[config.mk]
export PLATFORM = sky130hd
export DESIGN_NAME = dual_motor_setpoint_slew_limiter_unit
export DESIGN_NICKNAME = d
export VERILOG_FILES = /design/src/dmsl_pkg.sv /design/src/dmsl_shape.sv /design/src/dmsl_lane.sv /design/src/dual_motor_setpoint_slew_limiter_unit.sv
export SDC_FILE = /design/constraint.sdc
export NUM_CORES = 1
export LEC_CHECK = 0
export ABC_AREA = 1
export ABC_CLOCK_PERIOD_IN_PS = 3650
export BUFFER_PORTS_ARGS = -buffer_cell sky130_fd_sc_hd__buf_2
export CAP_MARGIN = 15
export CORE_ASPECT_RATIO = 1.5
export CORE_MARGIN = 2
export CORE_UTILIZATION = 40
export DETAILED_ROUTE_END_ITERATION = 8
export HOLD_SLACK_MARGIN = 0.1
export MAX_ROUTING_LAYER = met4
export PLACE_DENSITY_LB_ADDON = 0.12
export SYNTH_ARGS = -nofsm -noshare
export SYNTH_HDL_FRONTEND = slang
export SYNTH_SLANG_ARGS = --single-unit
[constraint.sdc]
create_clock -name clk -period 3.65 [get_ports clk]
set_input_delay 0.73 -clock clk [delete_from_list [all_inputs] [get_ports clk]]
set_output_delay 0.73 -clock clk [all_outputs]
set_load 0.005 [all_outputs]
[src/dmsl_pkg.sv]
// Shared widths, limits, register indexes and lane control type
// for the dual motor setpoint slew limiter. No dependencies.
`default_nettype none

package dmsl_pkg;

    localparam int REQ_W  = 16;
    localparam int CMD_W  = 9;
    localparam int MIN_W  = 8;
    localparam int STEP_W = 9;
    localparam int CFG_AW = 2;

    localparam int VEL_MAX = 255;

    localparam logic signed [REQ_W-1:0] REQ_HI = REQ_W'(VEL_MAX);
    localparam logic signed [REQ_W-1:0] REQ_LO = REQ_W'(-VEL_MAX);
    localparam logic signed [CMD_W-1:0] CMD_HI = CMD_W'(VEL_MAX);
    localparam logic signed [CMD_W-1:0] CMD_LO = CMD_W'(-VEL_MAX);

    localparam logic [STEP_W-1:0] STEP_RESET = STEP_W'(2 * VEL_MAX);

    typedef enum logic [CFG_AW-1:0] {
        CFG_MIN_SPEED = 2'd0,
        CFG_MAX_STEP  = 2'd1,
        CFG_REVERSED  = 2'd2,
        CFG_PAUSED    = 2'd3
    } cfg_idx_t;

    typedef struct packed {
        logic              load;
        logic [STEP_W-1:0] max_step;
    } lane_ctrl_t;

endpackage

`default_nettype wire

[src/dmsl_shape.sv]
// Request shaping for one wheel: saturate to +-255, raise small magnitudes
// to min_speed keeping the sign (zero counts as positive). Uses dmsl_pkg.
`default_nettype none

module dmsl_shape (
    input  wire logic signed [dmsl_pkg::REQ_W-1:0] req,
    input  wire logic        [dmsl_pkg::MIN_W-1:0] min_speed,
    output logic signed      [dmsl_pkg::CMD_W-1:0] shaped
);

    logic signed [dmsl_pkg::CMD_W-1:0] sat;
    logic        [dmsl_pkg::CMD_W-1:0] mag;
    logic signed [dmsl_pkg::CMD_W-1:0] min_s;

    always_comb
    begin
        if (req > dmsl_pkg::REQ_HI)
        begin
            sat = dmsl_pkg::CMD_HI;
        end
        else if (req < dmsl_pkg::REQ_LO)
        begin
            sat = dmsl_pkg::CMD_LO;
        end
        else
        begin
            sat = req[dmsl_pkg::CMD_W-1:0];
        end

        mag   = sat[dmsl_pkg::CMD_W-1] ? dmsl_pkg::CMD_W'(-sat) : sat;
        min_s = $signed({1'b0, min_speed});

        if (mag < {1'b0, min_speed})
        begin
            shaped = sat[dmsl_pkg::CMD_W-1] ? dmsl_pkg::CMD_W'(-min_s) : min_s;
        end
        else
        begin
            shaped = sat;
        end
    end

endmodule

`default_nettype wire

[src/dmsl_lane.sv]
// One motor lane: slew-limits the target against the last command and
// holds that command. Uses dmsl_pkg.
`default_nettype none

module dmsl_lane (
    input  wire logic                              clk,
    input  wire logic                              rst_n,
    input  wire dmsl_pkg::lane_ctrl_t              ctrl,
    input  wire logic signed [dmsl_pkg::CMD_W-1:0] target,
    output logic signed      [dmsl_pkg::CMD_W-1:0] cmd
);

    logic signed [dmsl_pkg::CMD_W-1:0] last_reg;
    logic signed [dmsl_pkg::CMD_W-1:0] last_next;
    logic signed [dmsl_pkg::CMD_W:0]   diff;
    logic        [dmsl_pkg::CMD_W-1:0] span;
    logic signed [dmsl_pkg::CMD_W+1:0] step_s;
    logic signed [dmsl_pkg::CMD_W+1:0] last_w;
    logic signed [dmsl_pkg::CMD_W+1:0] moved;

    always_comb
    begin
        diff   = {target[dmsl_pkg::CMD_W-1], target} - {last_reg[dmsl_pkg::CMD_W-1], last_reg};
        span   = diff[dmsl_pkg::CMD_W] ? dmsl_pkg::CMD_W'(-diff) : diff[dmsl_pkg::CMD_W-1:0];
        step_s = $signed({2'b00, ctrl.max_step});
        last_w = {{2{last_reg[dmsl_pkg::CMD_W-1]}}, last_reg};
        // move toward target by max_step; stays between last and target
        moved  = diff[dmsl_pkg::CMD_W] ? (last_w - step_s) : (last_w + step_s);

        if (span > ctrl.max_step)
        begin
            last_next = moved[dmsl_pkg::CMD_W-1:0];
        end
        else
        begin
            last_next = target;
        end
    end

    always_ff @(posedge clk or negedge rst_n)
    begin
        if (!rst_n)
        begin
            last_reg <= '0;
        end
        else if (ctrl.load)
        begin
            last_reg <= last_next;
        end
    end

    assign cmd = last_reg;

endmodule

`default_nettype wire

[src/dual_motor_setpoint_slew_limiter_unit.sv]
// Pipeline: an input transfer is registered in the shape stage (s1), then in the
// slew stage command registers that drive m_tdata; a stalled output holds both.
// Throughput: one item per cycle unless the output stalls; the slew stage feeds back
// its own command register, so the per-lane loop is one subtract, compare and add.
// Reset (rst_n, async low): pipeline empty, last commands 0, min_speed 0,
// max_step 510, reversed 0, paused 0. Paused items are taken and dropped.
`default_nettype none

module dual_motor_setpoint_slew_limiter_unit (
    input  wire logic                          clk,
    input  wire logic                          rst_n,
    input  wire logic                          cfg_we,
    input  wire logic [dmsl_pkg::CFG_AW-1:0]   cfg_addr,
    input  wire logic [dmsl_pkg::STEP_W-1:0]   cfg_wdata,
    input  wire logic                          s_tvalid,
    output logic                               s_tready,
    input  wire logic [31:0]                   s_tdata,  // left_request[15:0], right_request[31:16]
    output logic                               m_tvalid,
    input  wire logic                          m_tready,
    output logic [23:0]                        m_tdata   // left_command[8:0], right_command[17:9], zero[23:18]
);

    logic [dmsl_pkg::MIN_W-1:0]  min_speed_reg;
    logic [dmsl_pkg::STEP_W-1:0] max_step_reg;
    logic                        reversed_reg;
    logic                        paused_reg;

    logic                               s1_valid_reg;
    logic signed [dmsl_pkg::CMD_W-1:0]  s1_left_reg;
    logic signed [dmsl_pkg::CMD_W-1:0]  s1_right_reg;
    logic                               m_valid_reg;

    logic signed [dmsl_pkg::CMD_W-1:0]  left_shaped;
    logic signed [dmsl_pkg::CMD_W-1:0]  right_shaped;
    logic signed [dmsl_pkg::CMD_W-1:0]  left_target;
    logic signed [dmsl_pkg::CMD_W-1:0]  right_target;
    logic signed [dmsl_pkg::CMD_W-1:0]  left_cmd;
    logic signed [dmsl_pkg::CMD_W-1:0]  right_cmd;

    logic                 advance;
    logic                 in_xfer;
    dmsl_pkg::lane_ctrl_t lane_ctrl;

    // configuration
    always_ff @(posedge clk or negedge rst_n)
    begin
        if (!rst_n)
        begin
            min_speed_reg <= '0;
            max_step_reg  <= dmsl_pkg::STEP_RESET;
            reversed_reg  <= 1'b0;
            paused_reg    <= 1'b0;
        end
        else if (cfg_we)
        begin
            case (cfg_addr)
                dmsl_pkg::CFG_MIN_SPEED: min_speed_reg <= cfg_wdata[dmsl_pkg::MIN_W-1:0];
                dmsl_pkg::CFG_MAX_STEP:  max_step_reg  <= cfg_wdata;
                dmsl_pkg::CFG_REVERSED:  reversed_reg  <= cfg_wdata[0];
                dmsl_pkg::CFG_PAUSED:    paused_reg    <= cfg_wdata[0];
                default:                 ;
            endcase
        end
    end

    // shaping stage
    dmsl_shape u_shape_left (
        .req       (s_tdata[15:0]),
        .min_speed (min_speed_reg),
        .shaped    (left_shaped)
    );

    dmsl_shape u_shape_right (
        .req       (s_tdata[31:16]),
        .min_speed (min_speed_reg),
        .shaped    (right_shaped)
    );

    always_comb
    begin
        if (reversed_reg)
        begin
            left_target  = dmsl_pkg::CMD_W'(-right_shaped);
            right_target = dmsl_pkg::CMD_W'(-left_shaped);
        end
        else
        begin
            left_target  = left_shaped;
            right_target = right_shaped;
        end
    end

    assign advance  = !m_valid_reg || m_tready;
    assign s_tready = advance || !s1_valid_reg;
    assign in_xfer  = s_tvalid && s_tready;

    always_ff @(posedge clk or negedge rst_n)
    begin
        if (!rst_n)
        begin
            s1_valid_reg <= 1'b0;
            m_valid_reg  <= 1'b0;
        end
        else
        begin
            if (s_tready)
            begin
                s1_valid_reg <= s_tvalid && !paused_reg;
            end
            if (advance)
            begin
                m_valid_reg <= s1_valid_reg;
            end
        end
    end

    always_ff @(posedge clk)
    begin
        if (in_xfer)
        begin
            s1_left_reg  <= left_target;
            s1_right_reg <= right_target;
        end
    end

    // slew stage: lanes own the command registers
    assign lane_ctrl = {s1_valid_reg && advance, max_step_reg};

    dmsl_lane u_lane_left (
        .clk    (clk),
        .rst_n  (rst_n),
        .ctrl   (lane_ctrl),
        .target (s1_left_reg),
        .cmd    (left_cmd)
    );

    dmsl_lane u_lane_right (
        .clk    (clk),
        .rst_n  (rst_n),
        .ctrl   (lane_ctrl),
        .target (s1_right_reg),
        .cmd    (right_cmd)
    );

    // merge lanes onto the output bus
    assign m_tvalid = m_valid_reg;
    assign m_tdata  = {6'b000000, right_cmd, left_cmd};

endmodule

`default_nettype wire

==> results by group <==
Critical path
  – Arrival @ worst endpoint: 3850 ps
  – Crit Path Max Fanout: 7
  – Crit path kind: in -> reg
  – Setup crit start kind: input port
  – Required @ worst endpoint: 3720 ps
  – CP Capture Type: register

Run status
  – Failing checks: setup timing
  – Status: complete, but fails checks

Timing
  – Final setup viols: 16
  – Final Hold Slack: 482.1 ps
  – Final period util: 1.036
  – Final hold vios: 0
  – Slew @ Worst Pin: 1043 ps
  – Layout Skew: 14.98 ps
  – Post-route setup TNS: -761.5 ps
  – RSZ-0062 raised after global routing: yes
  – Max-Slew Margin vs Limit: 0.3045
  – Minimum clock period after layout: 3783 ps
  – Final setup margin: -132.8 ps
  – Maximum clock frequency: 264.4 MHz
  – Final Max Slew Viols: 0

Routing
  – Via-to-Cell Ratio: 5.002
  – Drc violations: 0
  – Overall routed net length: 22340 µm
  – Via count: 7498
  – ANT nets after route: 0
  – Drt pass-1 iters: 4
  – Routed length per instance: 14.91 µm
  – Initial DRC Count: 381

Finish
  – Final Util: 0.6416
  – Synth-to-layout area growth: 58.73%
  – Fillers: 1466
  – Ant diodes: 0
  – Area of the multi-input gates: 5712 µm²
  – Commonest non-fill, non-tap cells in the layout: 188 x nand2_1, 187 x buf_4, 135 x inv_1
  – Reg area: 1526 µm²
  – Share of layout cells above drive strength 1: 0.4523
  – Commonest non-fill, non-tap cell in the layout: nand2_1
  – Post-route cell area: 10660 µm²
  – Non-Filler Instances: 1499
  – Layout Nets: 1410

CTS
  – Clk Tree Root Cell: clkbuf_16
  – CTS Hold Bufs: 0
  – Cts bufs inserted: 9
  – Bufs on Longest Clock Path: 2
  – H-tree depth: 3
  – Clock Pin Slew Worst Setup and Hold Paths: 50 ps
  – Clock sink total: 57
  – TritonCTS clock tree: built
  – Worst-Skew Late Latency: 340 ps

Floorplanning
  – Core area: 16620 µm²
  – IO Count: 74
  – Row count: 58
  – Die area: 17870 µm²
  – Initial Util: 0.4042
  – Chip Height: 162.7 µm
  – Die W: 109.8 µm

Synth
  – Cell Area, Synth: 6718 µm²
  – Yosys warning count: 0
  – Post-synth EDFFs: 18
  – Post-synthesis cell count: 1012
  – Yosys reg bits: 57
  – Post-synth ARST share: 0.6842
  – Avg Cell Area, Syn: 6.638 µm²
  – Sequential fraction of the synthesis area: 0.2272
  – Synth cell types: 44
  – Main synth FF type: dfrtp_1

Global route
  – First-pass GRT wire length: 34110 µm
  – Initial antenna violation count: 0
  – Vias in the first global route: 7210
  – Largest net degree at the start of global routing: 40
  – Total GRT Usage: 0.2549
  – Congestion Overflow GR: 0

Power
  – LEAKAGE: 5.303 nW
  – Total power: 11.71 mW
  – Worst vdd ir: 0.0007065 V
  – Pwr/cell area: 1098 nW/µm²

Placed design
  – Placed instance area: 8641 µm²
  – Detailed placement HPWL: 16870 µm
  – Dpl ws: -509.3 ps
  – IO buf count: 67
  – RD Place Congestion: 0.9637
  – DP Cell Count: 1441

Min path
  – Hold crit path type: reg -> reg

Run
  – Max-cap violations: 0
[critical path: stages]
cell and delay (ps):
buf_2 100, nor2_1 90, nand2_1 90, o21ai_4 220
inv_2 80, a21oi_4 160, buf_6 140, nand3_2 70
nand2_2 80, xor2_1 190, inv_1 80, ha_1 300
inv_2 90, nor3_4 40, a211oi_2 140, nand2_1 70
nand2_1 60, nand2_1 60, nand2_2 120, nand2_4 110
buf_8 180, nand2_2 80, o21ai_4 70, nor2_4 180
a21oi_2 80, nand2_1 140, nand2_1 90
[synth_stat cells, types with 2 or more instances]
| cell | instances | area share |
|---|---|---|
| o21ai_1 | 16 | 0.012 |
| dfrtp_1 | 31 | 0.12 |
| fa_1 | 4 | 0.012 |
| nor2_1 | 64 | 0.036 |
| nand3_1 | 64 | 0.048 |
| nor4_1 | 2 | 0.0019 |
| xnor2_1 | 10 | 0.013 |
| a21oi_1 | 40 | 0.030 |
| o21ai_4 | 2 | 0.0048 |
| nand2_4 | 5 | 0.0084 |
| o21ai_0 | 90 | 0.067 |
| a21o_1 | 3 | 0.0034 |
| nor3_1 | 12 | 0.0089 |
| clkbuf_1 | 16 | 0.0089 |
| inv_2 | 11 | 0.0061 |
| nand2_1 | 263 | 0.15 |
| nand2_2 | 14 | 0.013 |
| o211ai_1 | 5 | 0.0056 |
| dfstp_2 | 8 | 0.031 |
| a211oi_1 | 4 | 0.0045 |
| o22ai_1 | 8 | 0.0075 |
| o21bai_1 | 2 | 0.0022 |
| nand4_1 | 4 | 0.0037 |
| xor2_1 | 50 | 0.065 |
| nor2_2 | 8 | 0.0075 |
| inv_1 | 161 | 0.090 |
| edfxtp_1 | 18 | 0.080 |
| o31ai_1 | 3 | 0.0034 |
| buf_4 | 6 | 0.0067 |
| ha_1 | 74 | 0.14 |
[metal layers]
metal | up-vias | GRT usage | share of wire
met3 | 71 | 0.03001 | 0.026
met1 | 3469 | 0.2453 | 0.35
met2 | 148 | 0.4866 | 0.57
met5 | - | - | 0
li1 | 3810 | - | -
met4 | 0 | 0.1226 | 0.057
[area by class of cell]
| type | count | share of cell area |
|---|---|---|
| clock buffer | 11 | 0.02276 |
| clock inverter | 5 | 0.007393 |
| inverter | 172 | 0.06501 |
| multi-input combinational | 764 | 0.5357 |
| sequential | 57 | 0.1432 |
| tap | 210 | 0.02464 |
| timing repair buffer | 280 | 0.2014 |
[power by group]
group,internal (mW),total [mW],switching (mW)
Sequential,0.892,1.05,0.153
Combinational,4.64,9.73,5.09
Clock,0.615,0.936,0.320
[worst paths after layout]
kind,cells past startpoint,startpoint,endpoint,slack (ps)
setup / recovery,27,s_tdata[11],s1_right_reg[5]$_DFFE_PP_,-130
setup reg to reg,26,s1_left_reg[2]$_DFFE_PP_,u_lane_left.cmd[7]$_DFFE_PN0P_,-100
hold / removal,1,paused_reg$_DFFE_PN0P_,s1_valid_reg$_DFFE_PN0N_,480
min in group asynchronous,1,rst_n,u_lane_left.cmd[5]$_DFFE_PN0P_,570
hold reg to reg,1,paused_reg$_DFFE_PN0P_,s1_valid_reg$_DFFE_PN0N_,480
max in group asynchronous,1,rst_n,min_speed_reg[4]$_DFFE_PN0P_,2410
[logic make-up after synthesis]
family / Yosys count / share of synthesized area
flip-flops: 57 / 0.2272
AND/OR/NAND/NOR: 440 / 0.2790
adder cells (fa/ha/maj): 78 / 0.1497
other: 1 / 0.0005582
XOR/XNOR: 60 / 0.07823
AO/OA/AOI/OAI: 180 / 0.1498
buffers and inverters: 196 / 0.1155
[what timing repair did]
item / in CTS / in global routing
cloned: 1 / 0
setup buffers: 24 / 24
endpoints found under the setup margin: 32 / 36
pin swaps: 93 / 126
resized for setup: 157 / 198
Note: power is estimated with default switching activity, not from simulation.
